## src/design/srjs_pkg.sv

```systemverilog
// Shared types and constants of the shortest-remaining-job scheduler.
// Used by srjs_table and shortest_remaining_job_scheduler_top; no dependencies.
package srjs_pkg;

  localparam int SLOTS  = 16;
  localparam int IDX_W  = $clog2(SLOTS);
  localparam int ID_W   = 8;
  localparam int TIME_W = 16;
  localparam int SUM_W  = 20;
  localparam int CNT_W  = 5;

  localparam logic [TIME_W-1:0] TIME_MAX = {TIME_W{1'b1}};
  localparam logic [SUM_W-1:0]  SUM_MAX  = {SUM_W{1'b1}};
  localparam logic [IDX_W-1:0]  LAST_IDX = IDX_W'(SLOTS - 1);

  localparam logic REG_PREEMPTIVE = 1'b0;
  localparam logic REG_JOB_COUNT  = 1'b1;

  typedef enum logic [1:0] {
    OP_LOAD    = 2'd0,
    OP_TICK    = 2'd1,
    OP_RESTART = 2'd2,
    OP_NOP     = 2'd3
  } op_t;

  typedef enum logic [1:0] {
    ST_IDLE,
    ST_SCAN,
    ST_UPD,
    ST_FIN
  } state_t;

  typedef struct packed {
    logic              load_en;
    logic [IDX_W-1:0]  load_slot;
    logic [ID_W-1:0]   load_job;
    logic [TIME_W-1:0] load_arrival;
    logic [TIME_W-1:0] load_burst;
    logic              rem_en;
    logic [IDX_W-1:0]  rem_slot;
    logic [TIME_W-1:0] rem_val;
  } tbl_wr_t;

  typedef struct packed {
    logic [ID_W-1:0]   job;
    logic [TIME_W-1:0] arrival;
    logic [TIME_W-1:0] burst;
    logic [TIME_W-1:0] rem;
  } tbl_rd_t;

endpackage

```

## src/design/srjs_table.sv

```systemverilog
// Job table of the scheduler: id, arrival, burst and remaining time per slot.
// One read address, a load write port and a remaining-time write port; uses srjs_pkg.
module srjs_table (
  input  logic                     clk,
  input  logic                     rst,
  input  srjs_pkg::tbl_wr_t        wr,
  input  logic [srjs_pkg::IDX_W-1:0] rd_addr,
  output srjs_pkg::tbl_rd_t        rd
);
  import srjs_pkg::*;

  logic [ID_W-1:0]   job_mem [SLOTS];
  logic [TIME_W-1:0] arr_mem [SLOTS];
  logic [TIME_W-1:0] bur_mem [SLOTS];
  logic [TIME_W-1:0] rem_mem [SLOTS];

  always_ff @(posedge clk) begin
    if (wr.load_en) begin
      job_mem[wr.load_slot] <= wr.load_job;
      arr_mem[wr.load_slot] <= wr.load_arrival;
      bur_mem[wr.load_slot] <= wr.load_burst;
    end
  end

  always_ff @(posedge clk) begin
    if (rst) begin
      for (int i = 0; i < SLOTS; i++) begin
        rem_mem[i] <= '0;
      end
    end else if (wr.load_en) begin
      rem_mem[wr.load_slot] <= wr.load_burst;
    end else if (wr.rem_en) begin
      rem_mem[wr.rem_slot] <= wr.rem_val;
    end
  end

  assign rd.job     = job_mem[rd_addr];
  assign rd.arrival = arr_mem[rd_addr];
  assign rd.burst   = bur_mem[rd_addr];
  assign rd.rem     = rem_mem[rd_addr];

endmodule

```

## src/design/shortest_remaining_job_scheduler_top.sv

```systemverilog
// Shortest-remaining-time / shortest-job-first scheduler, top level.
// Holds the sequencer, time and totals; instantiates srjs_table; uses srjs_pkg.
//
// A transaction is taken when start is high and busy is low; busy then stays
// high until the result is produced. Every transaction walks the whole job
// table, one slot per cycle through the single table read port and one
// remaining-time comparator; a tick adds an update step after the walk,
// and every op ends with a finish step before the result is shown.
// The result appears on the output ports for exactly one cycle with strobe
// high, and the next transaction may be started in that same cycle. The
// receiver cannot stall; capture the result when strobe is high.
module shortest_remaining_job_scheduler_top (
  input  logic                        clk,
  input  logic                        rst,
  input  logic                        start,
  output logic                        busy,
  input  logic [1:0]                  op,
  input  logic [srjs_pkg::IDX_W-1:0]  slot,
  input  logic [srjs_pkg::ID_W-1:0]   job_id,
  input  logic [srjs_pkg::TIME_W-1:0] arrival,
  input  logic [srjs_pkg::TIME_W-1:0] burst,
  input  logic                        wr_en,
  input  logic                        wr_index,
  input  logic [srjs_pkg::CNT_W-1:0]  wr_data,
  output logic                        strobe,
  output logic [srjs_pkg::ID_W-1:0]   running_id,
  output logic                        idle,
  output logic                        job_done,
  output logic [srjs_pkg::TIME_W-1:0] turnaround,
  output logic [srjs_pkg::TIME_W-1:0] waiting,
  output logic [srjs_pkg::TIME_W-1:0] time_now,
  output logic [srjs_pkg::SUM_W-1:0]  total_waiting,
  output logic [srjs_pkg::SUM_W-1:0]  total_turnaround,
  output logic [srjs_pkg::TIME_W-1:0] idle_total,
  output logic                        all_done
);
  import srjs_pkg::*;

  state_t state, state_next;
  op_t    op_r;

  logic              preemptive;
  logic [CNT_W-1:0]  job_count;
  logic [TIME_W-1:0] clock_time;
  logic [TIME_W-1:0] idle_sum;
  logic [SUM_W-1:0]  waiting_sum;
  logic [SUM_W-1:0]  turnaround_sum;
  logic [IDX_W-1:0]  held_slot;
  logic              holding;

  logic [IDX_W-1:0]  idx;
  logic              found;
  logic [IDX_W-1:0]  pick;
  logic [TIME_W-1:0] best_rem;
  logic              held_ok;
  logic              seen1;
  logic              seen2;
  logic              done_r;
  logic              idle_r;
  logic [ID_W-1:0]   run_id_r;
  logic [TIME_W-1:0] turn_r;
  logic [TIME_W-1:0] burst_r;

  tbl_wr_t           tbl_wr;
  tbl_rd_t           rd;
  logic [IDX_W-1:0]  rd_addr;

  logic              accept;
  logic              counted;
  logic              ready;
  logic              nz;
  logic              use_held;
  logic              sel_found;
  logic [IDX_W-1:0]  sel_slot;
  logic [TIME_W-1:0] time_inc;
  logic [TIME_W-1:0] idle_inc;
  logic [TIME_W-1:0] rem_dec;
  logic [TIME_W-1:0] turn_v;
  logic [TIME_W-1:0] wait_v;
  logic [SUM_W:0]    tw_add;
  logic [SUM_W:0]    tt_add;
  logic [SUM_W-1:0]  tw_next;
  logic [SUM_W-1:0]  tt_next;
  logic              pending;

  srjs_table u_table (
    .clk     (clk),
    .rst     (rst),
    .wr      (tbl_wr),
    .rd_addr (rd_addr),
    .rd      (rd)
  );

  assign busy    = (state != ST_IDLE);
  assign accept  = start && !busy;

  assign counted = (CNT_W'(idx) < job_count);
  assign ready   = counted && (rd.rem != '0) && (rd.arrival <= clock_time);
  assign nz      = counted && (((op_r == OP_RESTART) ? rd.burst : rd.rem) != '0);

  assign use_held  = holding && !preemptive && held_ok;
  assign sel_found = use_held || found;
  assign sel_slot  = use_held ? held_slot : pick;
  assign rd_addr   = (state == ST_UPD) ? sel_slot : idx;

  assign time_inc = (clock_time == TIME_MAX) ? clock_time : clock_time + 1'b1;
  assign idle_inc = (idle_sum == TIME_MAX) ? idle_sum : idle_sum + 1'b1;
  assign rem_dec  = rd.rem - 1'b1;
  assign turn_v   = (time_inc >= rd.arrival) ? time_inc - rd.arrival : '0;
  assign wait_v   = (turn_r >= burst_r) ? turn_r - burst_r : '0;

  assign tw_add  = {1'b0, waiting_sum} + (SUM_W + 1)'(wait_v);
  assign tt_add  = {1'b0, turnaround_sum} + (SUM_W + 1)'(turn_r);
  assign tw_next = tw_add[SUM_W] ? SUM_MAX : tw_add[SUM_W-1:0];
  assign tt_next = tt_add[SUM_W] ? SUM_MAX : tt_add[SUM_W-1:0];
  assign pending = seen2 || (seen1 && !done_r);

  always_comb begin
    state_next          = state;
    tbl_wr.load_en      = accept && (op_t'(op) == OP_LOAD);
    tbl_wr.load_slot    = slot;
    tbl_wr.load_job     = job_id;
    tbl_wr.load_arrival = arrival;
    tbl_wr.load_burst   = burst;
    tbl_wr.rem_en       = 1'b0;
    tbl_wr.rem_slot     = idx;
    tbl_wr.rem_val      = rd.burst;
    unique case (state)
      ST_IDLE: begin
        if (accept) begin
          state_next = ST_SCAN;
        end
      end
      ST_SCAN: begin
        tbl_wr.rem_en = (op_r == OP_RESTART);
        if (idx == LAST_IDX) begin
          state_next = (op_r == OP_TICK) ? ST_UPD : ST_FIN;
        end
      end
      ST_UPD: begin
        tbl_wr.rem_en   = sel_found;
        tbl_wr.rem_slot = sel_slot;
        tbl_wr.rem_val  = rem_dec;
        state_next      = ST_FIN;
      end
      ST_FIN: begin
        state_next = ST_IDLE;
      end
      default: begin
        state_next = ST_IDLE;
      end
    endcase
  end

  always_ff @(posedge clk) begin
    if (rst) begin
      state <= ST_IDLE;
    end else begin
      state <= state_next;
    end
  end

  always_ff @(posedge clk) begin
    if (rst) begin
      preemptive <= 1'b1;
      job_count  <= '0;
    end else if (wr_en) begin
      unique case (wr_index)
        REG_PREEMPTIVE: preemptive <= wr_data[0];
        REG_JOB_COUNT:  job_count  <= wr_data;
        default:        job_count  <= job_count;
      endcase
    end
  end

  always_ff @(posedge clk) begin
    if (rst) begin
      clock_time     <= '0;
      idle_sum       <= '0;
      waiting_sum    <= '0;
      turnaround_sum <= '0;
      held_slot      <= '0;
      holding        <= 1'b0;
      strobe         <= 1'b0;
    end else begin
      strobe <= (state == ST_FIN);
      unique case (state)
        ST_IDLE: begin
          if (accept) begin
            op_r     <= op_t'(op);
            idx      <= '0;
            found    <= 1'b0;
            held_ok  <= 1'b0;
            seen1    <= 1'b0;
            seen2    <= 1'b0;
            done_r   <= 1'b0;
            idle_r   <= 1'b0;
            run_id_r <= '0;
            turn_r   <= '0;
            burst_r  <= '0;
            if (op_t'(op) == OP_LOAD && holding && held_slot == slot) begin
              holding <= 1'b0;
            end
            if (op_t'(op) == OP_RESTART) begin
              clock_time     <= '0;
              idle_sum       <= '0;
              waiting_sum    <= '0;
              turnaround_sum <= '0;
              held_slot      <= '0;
              holding        <= 1'b0;
            end
          end
        end
        ST_SCAN: begin
          idx <= idx + 1'b1;
          if (ready && (!found || rd.rem < best_rem)) begin
            found    <= 1'b1;
            pick     <= idx;
            best_rem <= rd.rem;
          end
          if (ready && idx == held_slot) begin
            held_ok <= 1'b1;
          end
          if (nz) begin
            seen1 <= 1'b1;
            seen2 <= seen2 || seen1;
          end
        end
        ST_UPD: begin
          clock_time <= time_inc;
          if (!sel_found) begin
            idle_r   <= 1'b1;
            idle_sum <= idle_inc;
            holding  <= 1'b0;
          end else begin
            run_id_r <= rd.job;
            burst_r  <= rd.burst;
            if (rem_dec == '0) begin
              done_r  <= 1'b1;
              turn_r  <= turn_v;
              holding <= 1'b0;
            end else begin
              holding   <= !preemptive;
              held_slot <= sel_slot;
            end
          end
        end
        ST_FIN: begin
          if (done_r) begin
            waiting_sum    <= tw_next;
            turnaround_sum <= tt_next;
          end
          running_id       <= run_id_r;
          idle             <= idle_r;
          job_done         <= done_r;
          turnaround       <= done_r ? turn_r : '0;
          waiting          <= done_r ? wait_v : '0;
          time_now         <= clock_time;
          total_waiting    <= done_r ? tw_next : waiting_sum;
          total_turnaround <= done_r ? tt_next : turnaround_sum;
          idle_total       <= idle_sum;
          all_done         <= !pending;
        end
        default: begin
          holding <= 1'b0;
        end
      endcase
    end
  end

  a_strobe_idle: assert property (@(posedge clk) disable iff (rst)
    strobe |-> (state == ST_IDLE))
    else $error("result shown while a transaction is still in progress");

  a_accept_busy: assert property (@(posedge clk) disable iff (rst)
    accept |=> (busy && state == ST_SCAN && idx == '0))
    else $error("accepted transaction did not start the table walk");

  a_single_strobe: assert property (@(posedge clk) disable iff (rst)
    strobe |=> !strobe)
    else $error("two results in consecutive cycles");

  a_done_not_idle: assert property (@(posedge clk) disable iff (rst)
    (strobe && job_done) |-> (!idle && all_done == !pending))
    else $error("completion reported on an idle tick");

  a_idle_no_id: assert property (@(posedge clk) disable iff (rst)
    (strobe && idle) |-> (running_id == '0 && !job_done))
    else $error("idle tick reports a running job");

endmodule
```

## config.mk

```make
export PLATFORM = sky130hd
export DESIGN_NAME = shortest_remaining_job_scheduler_top
export DESIGN_NICKNAME = d
export VERILOG_FILES = /design/src/design/srjs_pkg.sv /design/src/design/srjs_table.sv /design/src/design/shortest_remaining_job_scheduler_top.sv
export SDC_FILE = /design/constraint.sdc
export NUM_CORES = 2
export LEC_CHECK = 0
export BUFFER_PORTS_ARGS = -buffer_cell sky130_fd_sc_hd__buf_4
export CAP_MARGIN = 10
export CORE_UTILIZATION = 40
export DETAILED_ROUTE_END_ITERATION = 16
export MAX_ROUTING_LAYER = met4
export PLACE_DENSITY = 0.62
export SETUP_SLACK_MARGIN = 0.2
export SYNTH_ARGS = -nofsm -noshare
export SYNTH_HDL_FRONTEND = slang
export SYNTH_SLANG_ARGS = --single-unit
```

## constraint.sdc

```tcl
create_clock -name clk -period 7.7 [get_ports clk]
set_input_delay 0.385 -clock clk [delete_from_list [all_inputs] [get_ports clk]]
set_output_delay 0.385 -clock clk [all_outputs]
set_load 0.02 [all_outputs]
```

Yosys cells after proc, flatten, opt, wreduce, memory -nomap -nowiden
Memory sizes are Yosys's and may differ from the RTL's.
Cells that the tools add are included.
{"block": "word_totals", "reg_bits": 273, "mem_bits_rw": 896, "input_bits": 56, "output_inout_bits": 117, "wordCells": 203, "n_memories": 4}
{"memory": "u_table.arr_mem", "depth": 16, "word_bits": 16, "rd": 1, "rd_ports_with_merged_regs": 0, "wr": 1, "line_no": "srjs_table.sv:13", "text": "logic [TIME_W-1:0] arr_mem [SLOTS];"}
{"memory": "u_table.bur_mem", "depth": 16, "word_bits": 16, "rd": 1, "rd_ports_with_merged_regs": 0, "wr": 1, "line_no": "srjs_table.sv:14", "text": "logic [TIME_W-1:0] bur_mem [SLOTS];"}
{"memory": "u_table.rem_mem", "depth": 16, "word_bits": 16, "rd": 1, "rd_ports_with_merged_regs": 0, "wr": 16, "line_no": "srjs_table.sv:15", "text": "logic [TIME_W-1:0] rem_mem [SLOTS];"}
{"memory": "u_table.job_mem", "depth": 16, "word_bits": 8, "rd": 1, "rd_ports_with_merged_regs": 0, "wr": 1, "line_no": "srjs_table.sv:12", "text": "logic [ID_W-1:0] job_mem [SLOTS];"}
{"block": "op_classes", "addsub": 8, "n_lt_le_gt_ge": 5, "n_eq_ne": 23, "mux": 78, "bitwise": 2, "n_reduce_logical": 50}
{"op": "two-way mux 16 bit", "count": 14}
{"op": "two-way mux 20 bit", "count": 7}
{"op": "case mux 16 bit (2 select lines)", "count": 4}
{"op": "case mux 20 bit (2 select lines)", "count": 2}
{"op": "adder 20 x 16 -> 21 bit", "count": 2}
{"op": "two-way mux 4 bit", "count": 9}
{"op": "adder 16 x 1 -> 16 bit (second input constant)", "count": 2}
{"op": "equality test 16 bit (second input constant)", "count": 2}
{"op": "greater-or-equal comparator 16 bit", "count": 2}
{"op": "nonzero test 16 bit", "count": 2}
{"op": "OR reduction 16 bit", "count": 2}
{"op": "subtractor 16 bit", "count": 2}
{"op": "two-way mux 1 bit", "count": 26}
{"op": "inequality test 2 bit (second input constant)", "count": 10}
{"op": "AND reduction 4 bit", "count": 5}
{"op": "AND reduction 3 bit", "count": 6}
{"op": "<= comparator 16 bit", "count": 1}
{"op": "logical NOT 16 bit", "count": 1}
{"op": "< comparator 16 bit", "count": 1}
{"op": "two-way mux 8 bit", "count": 2}
{"op": "case mux 1 bit (2 select lines)", "count": 8}
{"op": "case mux 4 bit (2 select lines)", "count": 2}
{"op": "case mux 8 bit (2 select lines)", "count": 1}
{"op": "subtractor 16 x 1 -> 16 bit (second input constant)", "count": 1}
{"op": "18 further kinds", "count": 52}

Logic depth before layout (Yosys ltp)
An unclocked memory read counts as a cell.
{"block": "depth", "ltp_word": 12, "depth_mapped": 35, "mapped_depth_nobuf": 30}

By module
From an unflattened synthesis, not the netlist that was laid out.
{"block": "unflattened", "hier_cells": 3266, "area_unflattened_um2": 50616.0}
{"module": "srjs_table", "instances": 1, "cells_each": 1775, "area_each_um2": 35388.9, "seq_area_each_um2": 26905.8}
{"module": "shortest_remaining_job_scheduler_top", "instances": 1, "cells_each": 1491, "area_each_um2": 15227.1, "seq_area_each_um2": 7337.0}

Worst setup path after synthesis
OpenSTA, ideal clock, no wires.
{"block": "synth_path", "path_type": "register to register", "startpoint": "reg state[0]", "endpoint": "reg best_rem[0] (enable)", "setup_ps": 427, "t_arrival_ps": 6725, "path_slack_ps": 548, "stages_incl_launch_ff": 33, "path_buffers": 9, "synth_period_minus_slack_ps": 7152, "cell_sequence": "dfxtp_1 -> inv_1 -> ha_1 -> buf_2 -> or2_2 -> nand2_1 -> buf_2 -> buf_4 -> buf_2 -> buf_2 -> buf_2 -> buf_2 -> clkbuf_1 -> buf_1 -> nand2_1 -> nand3_1 -> nand3_1 -> nand3_1 -> o21a_1 -> ha_1 -> nor2b_1 -> o21a_1 -> o21a_1 -> o21a_1 -> o21a_1 -> o21ai_0 -> nand2b_1 -> a21oi_1 -> or3_1 -> a21oi_1 -> a211oi_1 -> nand3_1 -> nor3b_1"}
{"block": "synth_between", "elab_chain_len": 8, "word_cells_on_any_way": 13, "classes_between": "2 x order compare; 2 x eq/ne; 1 x mux; 6 x reduce/logical; 2 x memory"}
{"element": "start, declared", "line_no": "shortest_remaining_job_scheduler_top.sv:39", "text": "state_t state, state_next;"}
{"element": "start signal, assigned", "line_no": "shortest_remaining_job_scheduler_top.sv:159", "text": "state <= state_next;"}
{"element": "parallel branches: the longest is 7 deep, another holds memory (16 x 16 bit)"}
{"element": "AND reduction 3 bit (no line) (*)"}
{"element": "end signal, assigned", "line_no": "shortest_remaining_job_scheduler_top.sv:219", "text": "best_rem <= rd.rem;"}
{"element": "end, declared", "line_no": "shortest_remaining_job_scheduler_top.sv:54", "text": "logic [TIME_W-1:0] best_rem;"}
Every way passes the cells marked *.
A chain may end at the register's enable or synchronous reset.

Final worst setup path
{"block": "layout_path", "startpoint": "reg turn_r[0]", "endpoint": "reg waiting_sum[12]"}
{"block": "layout_between", "elab_chain_len": 6, "word_cells_on_any_way": 7, "classes_between": "2 x add/sub; 1 x order compare; 4 x mux"}
{"element": "start, declared", "line_no": "shortest_remaining_job_scheduler_top.sv:61", "text": "logic [TIME_W-1:0] turn_r;"}
{"element": "start signal, assigned", "line_no": "shortest_remaining_job_scheduler_top.sv:240", "text": "turn_r <= turn_v;"}
{"element": "subtractor 16 bit or greater-or-equal comparator 16 bit (tied branches)", "line_no": "shortest_remaining_job_scheduler_top.sv:110", "text": "assign wait_v = (turn_r >= burst_r) ? turn_r - burst_r : '0;"}
{"element": "two-way mux 16 bit (*)", "line_no": "shortest_remaining_job_scheduler_top.sv:110"}
{"element": "net wait_v[0]", "line_no": "shortest_remaining_job_scheduler_top.sv:79", "text": "logic [TIME_W-1:0] wait_v;"}
{"element": "adder 20 x 16 -> 21 bit (*)", "line_no": "shortest_remaining_job_scheduler_top.sv:112", "text": "assign tw_add = {1'b0, waiting_sum} + (SUM_W + 1)'(wait_v);"}
{"element": "two-way mux 20 bit (*)", "line_no": "shortest_remaining_job_scheduler_top.sv:114", "text": "assign tw_next = tw_add[SUM_W] ? SUM_MAX : tw_add[SUM_W-1:0];"}
{"element": "two-way mux 20 bit (*)", "line_no": "shortest_remaining_job_scheduler_top.sv:249", "text": "if (done_r) begin"}
{"element": "case mux 20 bit (2 select lines) (*)", "line_no": "shortest_remaining_job_scheduler_top.sv:187", "text": "unique case (state)"}
{"element": "end signal, assigned", "line_no": "shortest_remaining_job_scheduler_top.sv:250", "text": "waiting_sum <= tw_next;"}
{"element": "end, declared", "line_no": "shortest_remaining_job_scheduler_top.sv:46", "text": "logic [SUM_W-1:0] waiting_sum;"}
The timed path passes the listed nets; every way through them passes the cells marked *.

==> flow_summary.json <==
{
  "slew_viol_final": 0,
  "place_ws_ps": 889,
  "fin_setup_tns_ps": 0,
  "grt-ovfl-total": 0,
  "io_pins": 173,
  "rrSetupSlack_ps": 850,
  "core-area_mm2": 0.131,
  "start_util": 0.403,
  "crit_path_max_fanout": 29,
  "p_total_w": 0.0212,
  "fin_nets": 4980,
  "hold_path.class": "primary input to flip-flop",
  "setup_violations": 0,
  "drt_pre_antenna_iters": 5,
  "power_leakage_nw": 22.0,
  "regArea_mm2": 0.0342,
  "setup_slack_ps": 853,
  "cts_buffers": 120,
  "r2r_cells": 31,
  "worst_pin_slew_ps": 1260,
  "pwr-share-clk": 0.294,
  "slowest_delay_ps": 500,
  "cts_tree": "done",
  "cts_setup_buffers": 0,
  "seq_area_frac_synth": 0.646,
  "maxCapViolCount": 0,
  "critPathArrivalTime_ps": 7510,
  "hpwl_mm": 90.7,
  "netlist_instances": 4656,
  "areaGrowthSynthToFinish_pct": 15.2,
  "die_area_mm2": 0.134,
  "maxClockFrequency_mhz": 146,
  "async_flop_share": 0,
  "cp_slowest_cell": "or4_1",
  "synth.distinct_cells": 102,
  "cts_buffer_depth": 3,
  "critPathCaptureType": "flip-flop",
  "peakVddDrop_mv": 0.374,
  "antenna_found_initial": 15,
  "swShare": 0.378,
  "cp_common_cell": "a21oi_1",
  "ys_warn_count": 0,
  "multiInputGateArea_mm2": 0.0172,
  "clock_latency_ps": 810,
  "postLayoutCoreUtil": 0.465,
  "finalCritPeriodShare": 0.889,
  "yosys.area.top_type": "edfxtp_1",
  "first_global_vias": 35300,
  "cp-start-kind": "flip-flop",
  "htree_num_levels": 3,
  "syn-cell-area_mm2": 0.0530,
  "synth_top_area_share": 0.614,
  "final_cell_mix": "edfxtp_1, nand2_1, nand3_1",
  "crit_type": "flip-flop to flip-flop",
  "combPwrFrac": 0.360,
  "path_clk_slew_ps": 70,
  "holdPathEnd": "job_count[2]",
  "track_usage": 0.234,
  "clock_skew_ps": 126,
  "rsz0062_at_grt": "false",
  "r2r_start": "turn_r[0]",
  "required_ps": 8360,
  "min_from": "wr_index",
  "die_w_um": 366,
  "finalHoldViolCount": 0,
  "drtIter0Drc": 4357,
  "place.gp.congestion": 0.928,
  "switchingPower_w": 0.00801,
  "die_y_um": 366,
  "internal-power_w": 0.0132,
  "layout_commonest_cell": "edfxtp_1",
  "route.detailed.drc": 0,
  "num_vias": 37800,
  "layout-drive-gt1-share": 0.112,
  "relSlewSlack": 0.154,
  "ys_top_cells_by_area": "edfxtp_1, nand2_1, nand3_1, dfxtp_1, nor2_1",
  "grt_first_pass_wirelength_mm": 230,
  "status": "finished clean",
  "grt_max_degree": 141,
  "power_density_mw_per_mm2": 347,
  "wl_mm": 156,
  "root_buffer": "clkbuf_16",
  "via_per_inst": 5.66,
  "cts.sinks": 1169,
  "min_path_cells": 3,
  "synth_seq_cells": 1169,
  "std_cell_rows": 133,
  "routedWlPerCell_um": 23.3,
  "synth_ff_type": "edfxtp_1",
  "avgSynthCellArea_um2": 11.4,
  "pwr-share-seq": 0.346,
  "n_fill_cell": 11800,
  "synth_edf_count": 1083,
  "synth_nets": 4824,
  "timing.rr.end": "waiting_sum[12]",
  "io_buffer_count": 172,
  "ant_nets": 0,
  "finalCriticalPeriod_ps": 6850
}
-- what timing repair did --
| item | 4_1_cts | 5_1_grt |
|---|---|---|
| hold buffers | 52 | 0 |
| gates resized for setup | 0 | 1 |
| endpoints found under the setup margin | 0 | 1 |
| hold endpoints to repair | 648 | 0 |
-- area by class of cell --
cell class,instances,area share
Clock inverter,85,0.0185
Multi-Input combinational cell,3067,0.282
Antenna cell,14,0.000574
Clock buffer,138,0.0511
Inverter,128,0.00787
Tap cell,1755,0.0360
Timing Repair Buffer,326,0.0436
Sequential cell,1169,0.561
-- worst max path at each step --
stage               from               to  slack [ps]  cells after the start
2_1_floorplan   state[0]      best_rem[0]         550                     32
3_3_place_gp   turn_r[0]  waiting_sum[12]         960                     31
3_5_place_dp   turn_r[0]  waiting_sum[12]         890                     31
4_1_cts        turn_r[0]  waiting_sum[12]         770                     31
5_1_grt        turn_r[0]  waiting_sum[12]         200                     31
6_report       turn_r[0]  waiting_sum[12]         850                     31
-- stage by stage --
stage / hold slack (ps) / cells / instance area [um2]
floorplan: 400 / 4656 / 53000
global placement: 416 / 6393 / 56300
detailed placement: 407 / 6393 / 56300
CTS: 23.6 / 6668 / 61000
global route: 54.4 / 6679 / 61100
finish: 68.8 / 6682 / 61100
-- worst max-delay path, delay by kind of cell, from the launching register on --
kind | cells | cell delay, ps
AND/OR/NAND/NOR | 5 | 1370
adder cells (fa/ha/maj) | 4 | 1050
AO/OA/AOI/OAI | 20 | 3640
buffers and inverters | 2 | 310
flip-flops | 1 | 360
-- registers in the layout (all words and copies together) (netlist names), 4 cells and up --
name              count
u_table.arr_mem     256
u_table.bur_mem     256
u_table.rem_mem     256
u_table.job_mem     128
total_turnaround     20
total_waiting        20
turnaround_sum       20
waiting_sum          20
best_rem             16
burst_r              16
clock_time           16
idle_sum             16
idle_total           16
time_now             16
turn_r               16
turnaround           16
waiting              16
run_id_r              8
running_id            8
job_count             5
held_slot             4
idx                   4
pick                  4
-- cell families (layout without fill, tap and decap cells) --
kind of cell,after synthesis,after routing,share of synthesized area
and+or+nand+nor,2139,2139,0.182
DFF,1169,1169,0.646
AOI/OAI and AO/OA,690,690,0.0892
buffers and inverters,420,677,0.0334
adders and majority gates,112,112,0.0270
xor gates and xnor gates,84,84,0.0139
muxes,42,42,0.00845
other,0,14,0
-- synthesized netlist by cell type, drive strengths merged (25+ instances only) --
cell	number
a22oi	25
a21boi	28
buf	137
a211oi	57
nand3	486
mux2i	29
nand2	852
clkbuf	155
and2	38
ha	108
a21oi	175
nor2	439
xnor2	49
a32oi	27
a31oi	47
nor2b	58
nor3	54
o21ai	121
edfxtp	1083
xor2	35
inv	126
dfxtp	86
and3	92
-- power groups by stage --
stage / combinational (W) / clock (W) / sequential, W
4_1_cts: 0.00752 / 0.00632 / 0.00733
2_1_floorplan: 0.00488 / 0 / 0.00745
6_report: 0.00764 / 0.00624 / 0.00733
3_3_place_gp: 0.00742 / 0 / 0.00746
3_5_place_dp: 0.00745 / 0 / 0.00746
5_1_grt: 0.00823 / 0.00654 / 0.00734
-- metal layers --
| layer | vias to the layer above | wire length, um | global-route usage |
|---|---|---|---|
| met4 | 0 | 4460 | 0.0719 |
| met3 | 302 | 13900 | 0.0429 |
| met1 | 18600 | 66300 | 0.319 |
| met2 | 1776 | 71100 | 0.353 |
| li1 | 17200 | - | - |
| met5 | - | 0 | - |
Note: power is estimated with default switching activity, not from simulation.
